[src/rtl/core/cvc_pkg.sv]
// Shared constants, types and register indexes for the compass vector conditioner.
package cvc_pkg;

    // Pipeline depth: offset/abs, scale multiply, clamp+FIR, square+position multiply,
    // reciprocal multiply, merge/output register.
    localparam int NUM_STAGES      = 6;
    localparam int SCREEN_SIZE_DEF = 128;

    localparam int SAMPLE_W = 16;
    localparam int FILT_W   = 10;
    localparam int SQ_W     = 18;
    localparam int MAG_W    = 19;
    localparam int POS8_W   = 8;

    localparam int FIELD_MAX = 450;

    // floor(n * 1024 / 7004) == (n * SCALE_M) >> SCALE_SHIFT, exact for n <= 32768
    localparam int          SCALE_W     = 23;
    localparam logic [22:0] SCALE_M     = 23'd4905731;
    localparam int          SCALE_SHIFT = 25;
    localparam int          SCALE_PW    = SAMPLE_W + SCALE_W;

    // floor(a / 900) == (a * DIV_M) >> DIV_SHIFT, exact for a < 2^20
    localparam int          DIV_W     = 21;
    localparam logic [20:0] DIV_M     = 21'd1193047;
    localparam int          DIV_SHIFT = 30;

    localparam int COL_SHIFT = 6;
    localparam int ROW_SHIFT = 12;

    localparam logic [MAG_W-1:0] LIMIT_SQ = 19'd202500;

    // Configuration register indexes
    localparam logic CFG_X_OFFSET = 1'b0;
    localparam logic CFG_Y_OFFSET = 1'b1;

    localparam int OUT_BITS = 2*FILT_W + MAG_W + 2 + 4*POS8_W;
    localparam int OUT_W    = ((OUT_BITS + 7) / 8) * 8;

    typedef struct packed {
        logic [NUM_STAGES-1:0] load;     // stage register enables
        logic                  hist_we;  // valid word enters the FIR stage
        logic                  pos_we;   // valid word enters the output register
    } t_pipe_ctl;

    typedef struct packed {
        logic signed [FILT_W-1:0] filt;
        logic [SQ_W-1:0]          sq;
        logic [POS8_W-1:0]        pos;
    } t_lane_out;

endpackage

[src/rtl/core/cvc_lane.sv]
// One axis lane: offset, scale to milligauss, clamp, 1-2-1 FIR, square and screen position.
module cvc_lane
    import cvc_pkg::*;
#(
    parameter int SCREEN_SIZE = SCREEN_SIZE_DEF,
    parameter bit FLIP        = 1'b0,
    parameter int POS_SHIFT   = COL_SHIFT
) (
    input  logic                        i_clk,
    input  logic                        i_rst_n,
    input  t_pipe_ctl                   i_ctl,
    input  logic signed [SAMPLE_W-1:0]  i_sample,
    input  logic signed [SAMPLE_W-1:0]  i_offset,
    output t_lane_out                   o_lane
);

    localparam int POS_W = FILT_W + $clog2(SCREEN_SIZE);
    localparam int PQ_W  = POS_W + DIV_W;
    localparam int QW    = PQ_W - DIV_SHIFT;

    // stage 1: offset and magnitude
    logic signed [SAMPLE_W-1:0] s_diff;
    logic [SAMPLE_W-1:0]        s_abs;
    logic [SAMPLE_W-1:0]        r_abs;
    logic                       r_neg1;

    always_comb begin
        s_diff = i_sample - i_offset;
        s_abs  = s_diff[SAMPLE_W-1] ? SAMPLE_W'(-s_diff) : SAMPLE_W'(s_diff);
    end

    always_ff @(posedge i_clk) begin
        if (i_ctl.load[0]) begin
            r_abs  <= s_abs;
            r_neg1 <= s_diff[SAMPLE_W-1];
        end
    end

    // stage 2: scale multiply
    logic [SCALE_PW-1:0] r_prod;
    logic                r_neg2;

    always_ff @(posedge i_clk) begin
        if (i_ctl.load[1]) begin
            r_prod <= SCALE_PW'(r_abs) * SCALE_PW'(SCALE_M);
            r_neg2 <= r_neg1;
        end
    end

    // stage 3: clamp, restore sign, FIR
    logic [SCALE_PW-SCALE_SHIFT-1:0] s_q;
    logic [8:0]                      s_mag;
    logic signed [FILT_W-1:0]        s_cx;
    logic signed [11:0]              s_sum;
    logic signed [11:0]              s_adj;
    logic signed [FILT_W-1:0]        r_h1;
    logic signed [FILT_W-1:0]        r_h2;
    logic signed [FILT_W-1:0]        r_fx3;

    always_comb begin
        s_q   = r_prod[SCALE_PW-1:SCALE_SHIFT];
        s_mag = (s_q > (SCALE_PW-SCALE_SHIFT)'(FIELD_MAX)) ? 9'(FIELD_MAX) : s_q[8:0];
        s_cx  = r_neg2 ? -$signed({1'b0, s_mag}) : $signed({1'b0, s_mag});
        s_sum = 12'(r_h2) + (12'(r_h1) <<< 1) + 12'(s_cx);
        // truncate toward zero: bias negative sums by 3 before the shift
        s_adj = s_sum + $signed({10'd0, {2{s_sum[11]}}});
    end

    always_ff @(posedge i_clk) begin
        if (!i_rst_n) begin
            r_h1 <= '0;
            r_h2 <= '0;
        end else if (i_ctl.hist_we) begin
            r_h1 <= s_cx;
            r_h2 <= r_h1;
        end
    end

    always_ff @(posedge i_clk) begin
        if (i_ctl.load[2]) begin
            r_fx3 <= s_adj[11:2];
        end
    end

    // stage 4: square and screen-span multiply
    logic signed [10:0]       s_span;
    logic signed [19:0]       s_sq_full;
    logic [POS_W-1:0]         r_pos;
    logic [SQ_W-1:0]          r_sq4;
    logic signed [FILT_W-1:0] r_fx4;

    always_comb begin
        if (FLIP) begin
            s_span = 11'(FIELD_MAX) - 11'(r_fx3);
        end else begin
            s_span = 11'(r_fx3) + 11'(FIELD_MAX);
        end
        s_sq_full = r_fx3 * r_fx3;
    end

    always_ff @(posedge i_clk) begin
        if (i_ctl.load[3]) begin
            r_pos <= POS_W'(s_span[9:0]) * POS_W'(SCREEN_SIZE - 1);
            r_sq4 <= s_sq_full[SQ_W-1:0];
            r_fx4 <= r_fx3;
        end
    end

    // stage 5: divide by 900 through the reciprocal
    logic [PQ_W-1:0]          r_pq;
    logic [SQ_W-1:0]          r_sq5;
    logic signed [FILT_W-1:0] r_fx5;

    always_ff @(posedge i_clk) begin
        if (i_ctl.load[4]) begin
            r_pq  <= PQ_W'(r_pos) * PQ_W'(DIV_M);
            r_sq5 <= r_sq4;
            r_fx5 <= r_fx4;
        end
    end

    logic [QW-1:0] s_cell;
    logic [15:0]   s_coord;

    always_comb begin
        s_cell  = r_pq[PQ_W-1:DIV_SHIFT];
        s_coord = 16'(s_cell) - 16'(POS_SHIFT);
        o_lane.filt = r_fx5;
        o_lane.sq   = r_sq5;
        o_lane.pos  = s_coord[POS8_W-1:0];
    end

endmodule

[src/rtl/core/cvc_merge.sv]
// Merge stage: magnitude, range check, redraw decision and the output register.
module cvc_merge
    import cvc_pkg::*;
(
    input  logic              i_clk,
    input  logic              i_rst_n,
    input  t_pipe_ctl         i_ctl,
    input  t_lane_out         i_lane_x,
    input  t_lane_out         i_lane_y,
    output logic [OUT_W-1:0]  o_tdata
);

    logic [MAG_W-1:0]  s_mag;
    logic              s_in_range;
    logic              s_redraw;
    logic [POS8_W-1:0] s_erase_x;
    logic [POS8_W-1:0] s_erase_y;
    logic [POS8_W-1:0] r_prev_col;
    logic [POS8_W-1:0] r_prev_row;
    logic [OUT_W-1:0]  r_tdata;

    always_comb begin
        s_mag      = MAG_W'(i_lane_x.sq) + MAG_W'(i_lane_y.sq);
        s_in_range = s_mag < LIMIT_SQ;
        s_redraw   = s_in_range &&
                     ((i_lane_x.pos != r_prev_col) || (i_lane_y.pos != r_prev_row));
        s_erase_x  = s_redraw ? r_prev_col : '0;
        s_erase_y  = s_redraw ? r_prev_row : '0;
    end

    always_ff @(posedge i_clk) begin
        if (!i_rst_n) begin
            r_prev_col <= '0;
            r_prev_row <= '0;
        end else if (i_ctl.pos_we && s_redraw) begin
            r_prev_col <= i_lane_x.pos;
            r_prev_row <= i_lane_y.pos;
        end
    end

    always_ff @(posedge i_clk) begin
        if (i_ctl.load[NUM_STAGES-1]) begin
            r_tdata <= OUT_W'({s_erase_y, s_erase_x, i_lane_y.pos, i_lane_x.pos,
                               s_redraw, s_in_range, s_mag,
                               i_lane_y.filt, i_lane_x.filt});
        end
    end

    assign o_tdata = r_tdata;

endmodule

[src/rtl/core/compass_vector_conditioner.sv]
// An accepted word passes through every stage in turn; the last stage drives the master side.
// Throughput: one word per cycle; each stage holds one word and advances into a free slot,
// so bubbles collapse and the input keeps accepting while the output register waits,
// until all six stages hold a word; then the input stalls with the output.
// Stage count is set by the two multiply-by-reciprocal divisions (by 7004 and by 900).
// Reset (synchronous, active low) clears offsets, FIR history, the stored marker position
// and all stage valid flags; the pipeline payload is not cleared.
module compass_vector_conditioner
    import cvc_pkg::*;
#(
    parameter int SCREEN_SIZE = SCREEN_SIZE_DEF
) (
    input  logic                i_clk,
    input  logic                i_rst_n,
    // configuration write port
    input  logic                i_cfg_we,
    input  logic                i_cfg_idx,
    input  logic [SAMPLE_W-1:0] i_cfg_wdata,
    // input stream
    input  logic                i_s_axis_tvalid,
    output logic                o_s_axis_tready,
    // tdata: [15:0] x_sample, [31:16] y_sample
    input  logic [31:0]         i_s_axis_tdata,
    // output stream
    output logic                o_m_axis_tvalid,
    input  logic                i_m_axis_tready,
    // tdata: [9:0] filtered_x, [19:10] filtered_y, [38:20] magnitude_sq, [39] in_range,
    // [40] redraw, [48:41] draw_x, [56:49] draw_y, [64:57] erase_x, [72:65] erase_y,
    // [79:73] zero
    output logic [OUT_W-1:0]    o_m_axis_tdata
);

    // Offset registers; the user must write them only while the pipeline is idle (not enforced here)
    logic signed [SAMPLE_W-1:0] r_x_off;
    logic signed [SAMPLE_W-1:0] r_y_off;

    always_ff @(posedge i_clk) begin
        if (!i_rst_n) begin
            r_x_off <= '0;
            r_y_off <= '0;
        end else if (i_cfg_we) begin
            case (i_cfg_idx)
                CFG_X_OFFSET: r_x_off <= i_cfg_wdata;
                CFG_Y_OFFSET: r_y_off <= i_cfg_wdata;
                default: ;
            endcase
        end
    end

    // Stage valid flags; the last one is the output register's valid.
    logic [NUM_STAGES-1:0] r_vld;
    logic [NUM_STAGES-1:0] s_en;
    t_pipe_ctl             s_ctl;

    // A stage takes a new word when it is empty or the stage after it advances.
    always_comb begin
        s_en[NUM_STAGES-1] = !r_vld[NUM_STAGES-1] || i_m_axis_tready;
        for (int k = NUM_STAGES - 2; k >= 0; k--) begin
            s_en[k] = !r_vld[k] || s_en[k+1];
        end
        s_ctl.load    = s_en;
        // commit state only when a real word moves into the stage that owns it
        s_ctl.hist_we = s_en[2] && r_vld[1];
        s_ctl.pos_we  = s_en[NUM_STAGES-1] && r_vld[NUM_STAGES-2];
    end

    always_ff @(posedge i_clk) begin
        if (!i_rst_n) begin
            r_vld <= '0;
        end else begin
            if (s_en[0]) begin
                r_vld[0] <= i_s_axis_tvalid;
            end
            for (int k = 1; k < NUM_STAGES; k++) begin
                if (s_en[k]) begin
                    r_vld[k] <= r_vld[k-1];
                end
            end
        end
    end

    assign o_s_axis_tready = s_en[0];
    assign o_m_axis_tvalid = r_vld[NUM_STAGES-1];

    // Two axis lanes run side by side; Y is flipped for screen rows.
    t_lane_out s_lane_x;
    t_lane_out s_lane_y;

    cvc_lane #(
        .SCREEN_SIZE (SCREEN_SIZE),
        .FLIP        (1'b0),
        .POS_SHIFT   (COL_SHIFT)
    ) u_lane_x (
        .i_clk    (i_clk),
        .i_rst_n  (i_rst_n),
        .i_ctl    (s_ctl),
        .i_sample (i_s_axis_tdata[15:0]),
        .i_offset (r_x_off),
        .o_lane   (s_lane_x)
    );

    cvc_lane #(
        .SCREEN_SIZE (SCREEN_SIZE),
        .FLIP        (1'b1),
        .POS_SHIFT   (ROW_SHIFT)
    ) u_lane_y (
        .i_clk    (i_clk),
        .i_rst_n  (i_rst_n),
        .i_ctl    (s_ctl),
        .i_sample (i_s_axis_tdata[31:16]),
        .i_offset (r_y_off),
        .o_lane   (s_lane_y)
    );

    // Combine lanes: magnitude, range, redraw and the stored marker position.
    cvc_merge u_merge (
        .i_clk    (i_clk),
        .i_rst_n  (i_rst_n),
        .i_ctl    (s_ctl),
        .i_lane_x (s_lane_x),
        .i_lane_y (s_lane_y),
        .o_tdata  (o_m_axis_tdata)
    );

endmodule
[config.mk]
export PLATFORM = sky130hd
export DESIGN_NAME = compass_vector_conditioner
export DESIGN_NICKNAME = d
export VERILOG_FILES = /design/src/rtl/core/cvc_pkg.sv /design/src/rtl/core/cvc_lane.sv /design/src/rtl/core/cvc_merge.sv /design/src/rtl/core/compass_vector_conditioner.sv
export SDC_FILE = /design/constraint.sdc
export NUM_CORES = 2
export LEC_CHECK = 0
export BUFFER_PORTS_ARGS = -buffer_cell sky130_fd_sc_hd__buf_2
export CAP_MARGIN = 20
export CORE_ASPECT_RATIO = 0.75
export CORE_MARGIN = 4
export CORE_UTILIZATION = 60
export DETAILED_ROUTE_END_ITERATION = 8
export GPL_ROUTABILITY_DRIVEN = 0
export PLACE_DENSITY = 0.78
export SETUP_SLACK_MARGIN = 0.05
export SYNTH_ARGS = -nofsm -noshare
export SYNTH_HDL_FRONTEND = slang
export SYNTH_SLANG_ARGS = --single-unit
export TNS_END_PERCENT = 20
[constraint.sdc]
create_clock -name i_clk -period 11.8 [get_ports i_clk]
set_clock_uncertainty 0.15 [all_clocks]
set_input_delay 0.59 -clock i_clk [delete_from_list [all_inputs] [get_ports i_clk]]
set_output_delay 0.59 -clock i_clk [all_outputs]
set_load 0.01 [all_outputs]
* Yosys cells after proc, flatten, opt, wreduce, memory -nomap -nowiden
Cells that the tools add are included.
** Word-level totals
- Bits in registers :: 523
- Bits in latches :: 0
- Memory bits (writable) :: 0
- Memory bits (read-only) :: 0
- Output and inout bits :: 82
- Word-level logic and storage cells :: 96
- Memories kept :: 0
** Cells by class
- Add/subtract/negate cells :: 17
- $mul :: 8
- Div/mod/pow operators :: 0
- Magnitude comparators :: 3
- Equality and inequality tests :: 2
- Shifts and indexed selects :: 0
- Mux-type cells :: 6
- Bitwise logic cells :: 1
- Reductions and logical operators :: 19
** Operator list (count)
- 16-bit by 23-bit multiplier with 39-bit output, second input constant :: 2
- 17-bit by 21-bit multiplier with 38-bit output, second input constant :: 2
- 10-bit by 10-bit multiplier with 18-bit output :: 2
- 10-bit by 7-bit multiplier with 17-bit output, second input constant :: 2
- 16-bit negation :: 2
- 16-bit subtractor :: 2
- 15-bit 2-to-1 mux :: 2
- 14-bit by 9-bit greater-than comparator with 1-bit output, second input constant :: 2
- 10-bit by 11-bit adder with 12-bit output :: 2
- 12-bit by 10-bit adder with 12-bit output :: 2
- 12-bit by 3-bit adder with 12-bit output :: 2
- 10-bit 2-to-1 mux :: 2
- 9-bit negation with 10-bit output :: 2
- 18-bit by 18-bit adder with 19-bit output :: 1
- 19-bit by 18-bit < comparator with 1-bit output, second input constant :: 1
- 9-bit 2-to-1 mux :: 2
- 8-bit != test :: 2
- 10-bit adder, second input constant :: 1
- 10-bit subtractor, first input constant :: 1
- 8-bit by 3-bit subtractor with 8-bit output, second input constant :: 1
- 8-bit by 4-bit subtractor with 8-bit output, second input constant :: 1
- 1-bit logical OR :: 7
- 1-bit zero test :: 6
- 1-bit logical AND :: 4
- other kinds (2) :: 3

* Logic depth before layout (Yosys ltp)
- Depth after elaboration :: 7
- Mapped depth :: 23

* Modules after synthesis
A second synthesis with hierarchy kept.
** Unflattened totals
- Cell total of the unflattened synthesis :: 4537
- Area, all modules :: 48690.4 µm²
** Modules (own cells, without submodules)
- cvc_lane at u_lane_y :: times used 1, cells each 2038, area an instance 21450.6 µm², seq. area each 3943.8 µm²
- cvc_lane at u_lane_x :: times used 1, cells each 1963, area an instance 21317.9 µm², seq. area each 3943.8 µm²
- cvc_merge :: times used 1, cells each 366, area an instance 4443.0 µm², seq. area each 2512.4 µm²
- compass_vector_conditioner :: times used 1, cells each 170, area an instance 1478.9 µm², seq. area each 760.7 µm²

* Least setup slack after synthesis
OpenSTA, ideal clock, no wires.
- Path kind :: reg2reg
- From :: reg u_lane_x.r_abs[8]
- To :: reg u_lane_x.r_prod[32], data pin
- Library setup time :: 258 ps
- Arrival :: 5696 ps
- Data required time :: 11392 ps
- Setup slack :: 5696 ps
- Cell stages (with the launch flop) :: 22
- Buffers on the path :: 0
- Period minus slack after synthesis :: 6104 ps
- Cell sequence :: edfxtp_1 -> ha_1 -> fa_1 -> inv_1 -> fa_1 -> inv_1 -> fa_1 -> inv_1 -> fa_1 -> inv_1 -> fa_1 -> ha_1 -> a21o_1 -> a21o_1 -> a211o_1 -> or3_1 -> o211a_1 -> a31o_2 -> and2_1 -> o21a_1 -> nor2_1 -> xnor2_1
** Between the ends
- Cells in the longest elaborated chain, start to end :: 1
** Ends and longest elaborated chain
- start: declaration :: line cvc_lane.sv:24 : logic [SAMPLE_W-1:0] r_abs;
- start signal: assignment :: line cvc_lane.sv:34 : r_abs <= s_abs;
- 16-bit by 23-bit multiplier with 39-bit output :: line cvc_lane.sv:45 : r_prod <= SCALE_PW'(r_abs) * SCALE_PW'(SCALE_M);
- end signal: assignment :: line cvc_lane.sv:45
- end: declaration :: line cvc_lane.sv:40 : logic [SCALE_PW-1:0] r_prod;
Every way passes these cells.
A chain may end at the register's enable or synchronous reset.

* Worst setup path after layout
- From :: reg u_lane_y.r_prod[28]
- To :: reg u_lane_y.r_fx3[9], data pin
** Between the ends
- Cells in the longest elaborated chain, start to end :: 6
** Ends and longest elaborated chain
- start: declaration :: line cvc_lane.sv:40
- start signal: assignment :: line cvc_lane.sv:45
- 14-bit by 9-bit greater-than comparator with 1-bit output * :: line cvc_lane.sv:62 : s_mag = (s_q > (SCALE_PW-SCALE_SHIFT)'(FIELD_MAX)) ? 9'(FIELD_MAX) : s_q[8:0];
- 9-bit 2-to-1 mux * :: line cvc_lane.sv:62
- 9-bit negation with 10-bit output :: line cvc_lane.sv:63 : s_cx = r_neg2 ? -$signed({1'b0, s_mag}) : $signed({1'b0, s_mag});
- 10-bit 2-to-1 mux * :: line cvc_lane.sv:63
- net u_lane_y.s_cx[2] :: line cvc_lane.sv:53 : logic signed [FILT_W-1:0] s_cx;
- 12-bit by 10-bit adder with 12-bit output * :: line cvc_lane.sv:64 : s_sum = 12'(r_h2) + (12'(r_h1) <<< 1) + 12'(s_cx);
- 12-bit by 3-bit adder with 12-bit output * :: line cvc_lane.sv:66 : s_adj = s_sum + $signed({10'd0, {2{s_sum[11]}}});
- net u_lane_y.s_adj[11] :: line cvc_lane.sv:55 : logic signed [11:0] s_adj;
- end signal: assignment :: line cvc_lane.sv:81 : r_fx3 <= s_adj[11:2];
- end: declaration :: line cvc_lane.sv:58 : logic signed [FILT_W-1:0] r_fx3;
Mark *: on every way through the listed nets, which the timed path passes. The rest lies on a longest branch.

==> flow_results.xml <==
<?xml version="1.0" encoding="UTF-8"?>
<metrics>
  <group name="run_status">
    <metric name="outcome" unit="">complete, no violations</metric>
  </group>
  <group name="job">
    <metric name="max_cap_viol_count" unit="">0</metric>
  </group>
  <group name="setup_path">
    <metric name="crit_path_start_kind" unit="">flop</metric>
    <metric name="worstReg2RegStart" unit="">u_lane_y.r_prod[28]</metric>
    <metric name="timing.critical_path.arrival" unit="ns">6.75</metric>
    <metric name="cp_data_required_time" unit="ns">11.98</metric>
    <metric name="reg2reg_depth" unit="">20</metric>
    <metric name="criticalPathCategory" unit="">flop to flop</metric>
    <metric name="top_fanout_value_on_the_critical_path" unit="">8</metric>
    <metric name="worst_case_register_to_register_setup_slack" unit="ns">5.23</metric>
    <metric name="crit_path_end_kind" unit="">flop</metric>
    <metric name="rr_endpoint" unit="">u_lane_y.r_fx3[9]</metric>
  </group>
  <group name="logic_synthesis">
    <metric name="synth_seq_area_share" unit="">0.233</metric>
    <metric name="synthesis.area_per_instance" unit="µm²">10.7</metric>
    <metric name="synth_top_flop_cell" unit="">edfxtp_1</metric>
    <metric name="synth-async-reset-ratio" unit="">0</metric>
    <metric name="synth.cell_area" unit="µm²">47800</metric>
    <metric name="yosysUniqueCellTypes" unit="">78</metric>
    <metric name="synth-seq-cells" unit="">403</metric>
    <metric name="synth_enable_flop_cells" unit="">309</metric>
    <metric name="syn-instance-count" unit="">4486</metric>
    <metric name="ys_warn_count" unit="">0</metric>
  </group>
  <group name="clock_tree">
    <metric name="cts-root-to-sink-buffers" unit="">3</metric>
    <metric name="tritoncts.num_buffers" unit="">44</metric>
    <metric name="cts_sinks" unit="">403</metric>
    <metric name="h-tree-depth" unit="">2</metric>
    <metric name="path_clk_slew" unit="ns">0.06</metric>
    <metric name="cts_tree" unit="">yes</metric>
    <metric name="cts.hold.buffers_added" unit="">0</metric>
    <metric name="post_cts.repair.setup_buffers" unit="">0</metric>
    <metric name="cts_repair_resize_count" unit="">0</metric>
    <metric name="cts-root-buf" unit="">clkbuf_16</metric>
    <metric name="worstSkewPairLatency" unit="ns">0.59</metric>
  </group>
  <group name="timing">
    <metric name="final_max_slew_viol_count" unit="">0</metric>
    <metric name="unrepaired_setup_endpoints_after_global_routing" unit="">false</metric>
    <metric name="finalHoldViolCount" unit="">0</metric>
    <metric name="whs" unit="ns">0.118</metric>
    <metric name="final.setup.tns" unit="ns">0</metric>
    <metric name="timing.max_slew.rel_slack" unit="">0.280</metric>
    <metric name="worst_slew_pin_slew" unit="ns">1.07</metric>
    <metric name="final_period_minus_worst_setup_slack" unit="ns">6.57</metric>
    <metric name="setup_violations" unit="">0</metric>
    <metric name="highest_clock_frequency_the_design_can_meet" unit="MHz">152</metric>
    <metric name="final.period_utilization" unit="">0.557</metric>
  </group>
  <group name="route">
    <metric name="drt_iter0_drc" unit="">2046</metric>
    <metric name="routed_wire_length_per_instance" unit="µm">17.0</metric>
    <metric name="vias" unit="">30800</metric>
    <metric name="detail_route.wirelength" unit="µm">96900</metric>
    <metric name="drt_first_pass_iters" unit="">5</metric>
    <metric name="drc" unit="">0</metric>
    <metric name="viasPerCell" unit="">5.40</metric>
    <metric name="antenna_violating_nets_post_route" unit="">0</metric>
  </group>
  <group name="cells_and_area">
    <metric name="nNetsFinal" unit="">6135</metric>
    <metric name="nFillCells" unit="">6082</metric>
    <metric name="seqCellArea" unit="µm²">11200</metric>
    <metric name="multi_input_area" unit="µm²">32600</metric>
    <metric name="area.growth.synth_to_final" unit="%">6.85</metric>
    <metric name="layout-drive-gt1-share" unit="">0.0525</metric>
    <metric name="postLayoutCellArea" unit="µm²">51100</metric>
    <metric name="utilization" unit="">0.648</metric>
    <metric name="n_antenna_cell" unit="">0</metric>
  </group>
  <group name="grt">
    <metric name="grt_pass1_vias" unit="">32200</metric>
    <metric name="largest_net_degree_at_the_start_of_global_routing" unit="">102</metric>
    <metric name="globalRouteTotalUtil" unit="">0.240</metric>
    <metric name="antenna_found_initial" unit="">0</metric>
    <metric name="grt_overflow" unit="">0</metric>
    <metric name="grt_pass1_wl" unit="µm">164000</metric>
  </group>
  <group name="worst_hold_path">
    <metric name="min-delay-start" unit="">i_cfg_wdata[6]</metric>
    <metric name="hp-class" unit="">primary input to flop</metric>
    <metric name="min_delay_path_depth" unit="">3</metric>
    <metric name="worstHoldEndpoint" unit="">r_y_off[6]</metric>
  </group>
  <group name="placed_design">
    <metric name="postPlaceCellArea" unit="µm²">49500</metric>
    <metric name="detailed_place_hpwl" unit="µm">81300</metric>
    <metric name="buffer_ports.inserted" unit="">128</metric>
  </group>
  <group name="die">
    <metric name="die_h" unit="µm">252</metric>
    <metric name="die_area" unit="µm²">84300</metric>
    <metric name="number_of_rows_in_the_core_area" unit="">89</metric>
    <metric name="io_pins" unit="">136</metric>
    <metric name="die_w" unit="µm">334</metric>
    <metric name="initial_core_util" unit="">0.606</metric>
    <metric name="fp.coreArea" unit="µm²">78800</metric>
  </group>
</metrics>
## critical path, stage by stage (launching register included)
cell	delay, ns
edfxtp_1	0.44
nor4_1	0.37
a21oi_1	0.13
nor3_1	0.65
nand2_1	0.19
ha_1	0.29
nor2_1	0.20
xnor2_1	0.21
fa_1	0.53
fa_1	0.47
a21o_1	0.17
a21oi_1	0.22
o21bai_1	0.10
a2111oi_0	0.54
o41ai_1	0.19
xnor2_1	0.33
ha_1	0.19
a31o_2	0.21
nand4_1	0.22
nor4_1	0.39
xor2_1	0.11
## layout make-up
cell class | instances | area share
Multi-Input combinational cell | 3006 | 0.637
Sequential cell | 403 | 0.218
Inverter | 1017 | 0.0747
Tap cell | 1046 | 0.0256
Clock buffer | 61 | 0.0242
Timing Repair Buffer | 140 | 0.0151
Clock inverter | 19 | 0.00475
## cells in the mapped netlist, drive strengths merged (4+ instances only)
library cell	number	area [µm²]
mux2i	12	120
a41oi	4	35.0
nor2b	25	156
and3	34	213
nand4	23	144
and2	48	303
a31oi	20	140
nand3	45	225
a21o	68	510
inv	1017	3820
o211a	13	130
ha	843	10500
a31o	4	35.0
clkbuf	51	191
a21boi	62	465
nor4	11	68.8
o41ai	6	52.6
or4	4	30.0
o22ai	5	31.3
nand2	272	1020
dfxtp	94	1880
o21bai	29	218
edfxtp	309	9280
nand2b	21	131
o21ai	73	373
and4	6	52.6
fa	626	12500
a211oi	16	120
xor2	76	666
a221oi	4	35.0
buf	15	131
nor3b	9	67.6
o211ai	11	82.6
or2	15	93.8
o21a	25	188
o31ai	6	50.1
or3	11	68.8
nor2	153	574
a2111oi	6	65.1
nor3	56	280
xnor2	187	1640
a21oi	134	682
## cell usage in the layout (no fill, tap or decap), drive strengths merged, types with 76 or more instances in the layout
| cell type | Yosys | routed |
|---|---|---|
| nor2 | 153 | 153 |
| buf | 15 | 140 |
| xnor2 | 187 | 187 |
| xor2 | 76 | 76 |
| dfxtp | 94 | 94 |
| inv | 1017 | 1020 |
| edfxtp | 309 | 309 |
| fa | 626 | 626 |
| ha | 843 | 843 |
| a21oi | 134 | 134 |
| nand2 | 272 | 272 |
## cells by family (layout without fill, tap and decap cells)
kind of cell               after synthesis  after routing  share of synthesized area
and+or+nand+nor                        745            745                     0.0740
AOI/OAI and AO/OA                      508            508                     0.0719
xor gates and xnor gates               264            264                     0.0486
buffers and inverters                 1083           1237                     0.0866
adders and majority gates             1469           1469                      0.483
muxes                                   13             13                    0.00275
other                                    1              7                  0.0000784
DFF                                    403            403                      0.233
## metrics by stage
stage,worst slack [ns],std cells
floorplan,5.70,4492
global placement,5.49,5608
detailed placement,5.24,5608
CTS,5.24,5688
global route,4.58,5692
finish,5.23,5692
## worst max path at each step
stage	startpoint	endpoint	slack [ns]	cells past startpoint
floorplan	u_lane_x.r_abs[8]	u_lane_x.r_prod[32]	5.70	21
global placement	u_lane_y.r_fx3[0]	u_lane_y.r_pos[16]	5.49	21
detailed placement	u_lane_y.r_prod[28]	u_lane_y.r_fx3[9]	5.24	21
CTS	u_lane_y.r_prod[28]	u_lane_y.r_fx3[9]	5.24	20
global route	u_lane_y.r_prod[28]	u_lane_y.r_fx3[9]	4.58	20
finish	u_lane_y.r_prod[28]	u_lane_y.r_fx3[9]	5.23	20
## flip-flops by register name (all words and copies together), names as in the netlist, 14 cells and up
signal           count
u_lane_x.r_sq5      16
u_lane_y.r_abs      16
u_lane_y.r_sq5      16
u_merge.o_tdata     73
u_lane_y.r_prod     14
u_lane_x.r_pos      16
u_lane_x.r_prod     14
u_lane_x.r_sq4      16
u_lane_y.r_pos      16
u_lane_y.r_sq4      16
r_x_off             16
u_lane_x.r_abs      16
r_y_off             16
## layer usage
| layer | global-route usage | wire length, µm | vias up |
|---|---|---|---|
| met4 | 0.0425 | 1600 | 0 |
| met1 | 0.356 | 45700 | 15100 |
| li1 | - | - | 14800 |
| met3 | 0.0452 | 6800 | 117 |
| met5 | 0 | 0 | - |
| met2 | 0.375 | 42900 | 773 |
Power is not shown: default switching activity piles up to over one toggle a cycle in this logic, so the estimate is an artifact.
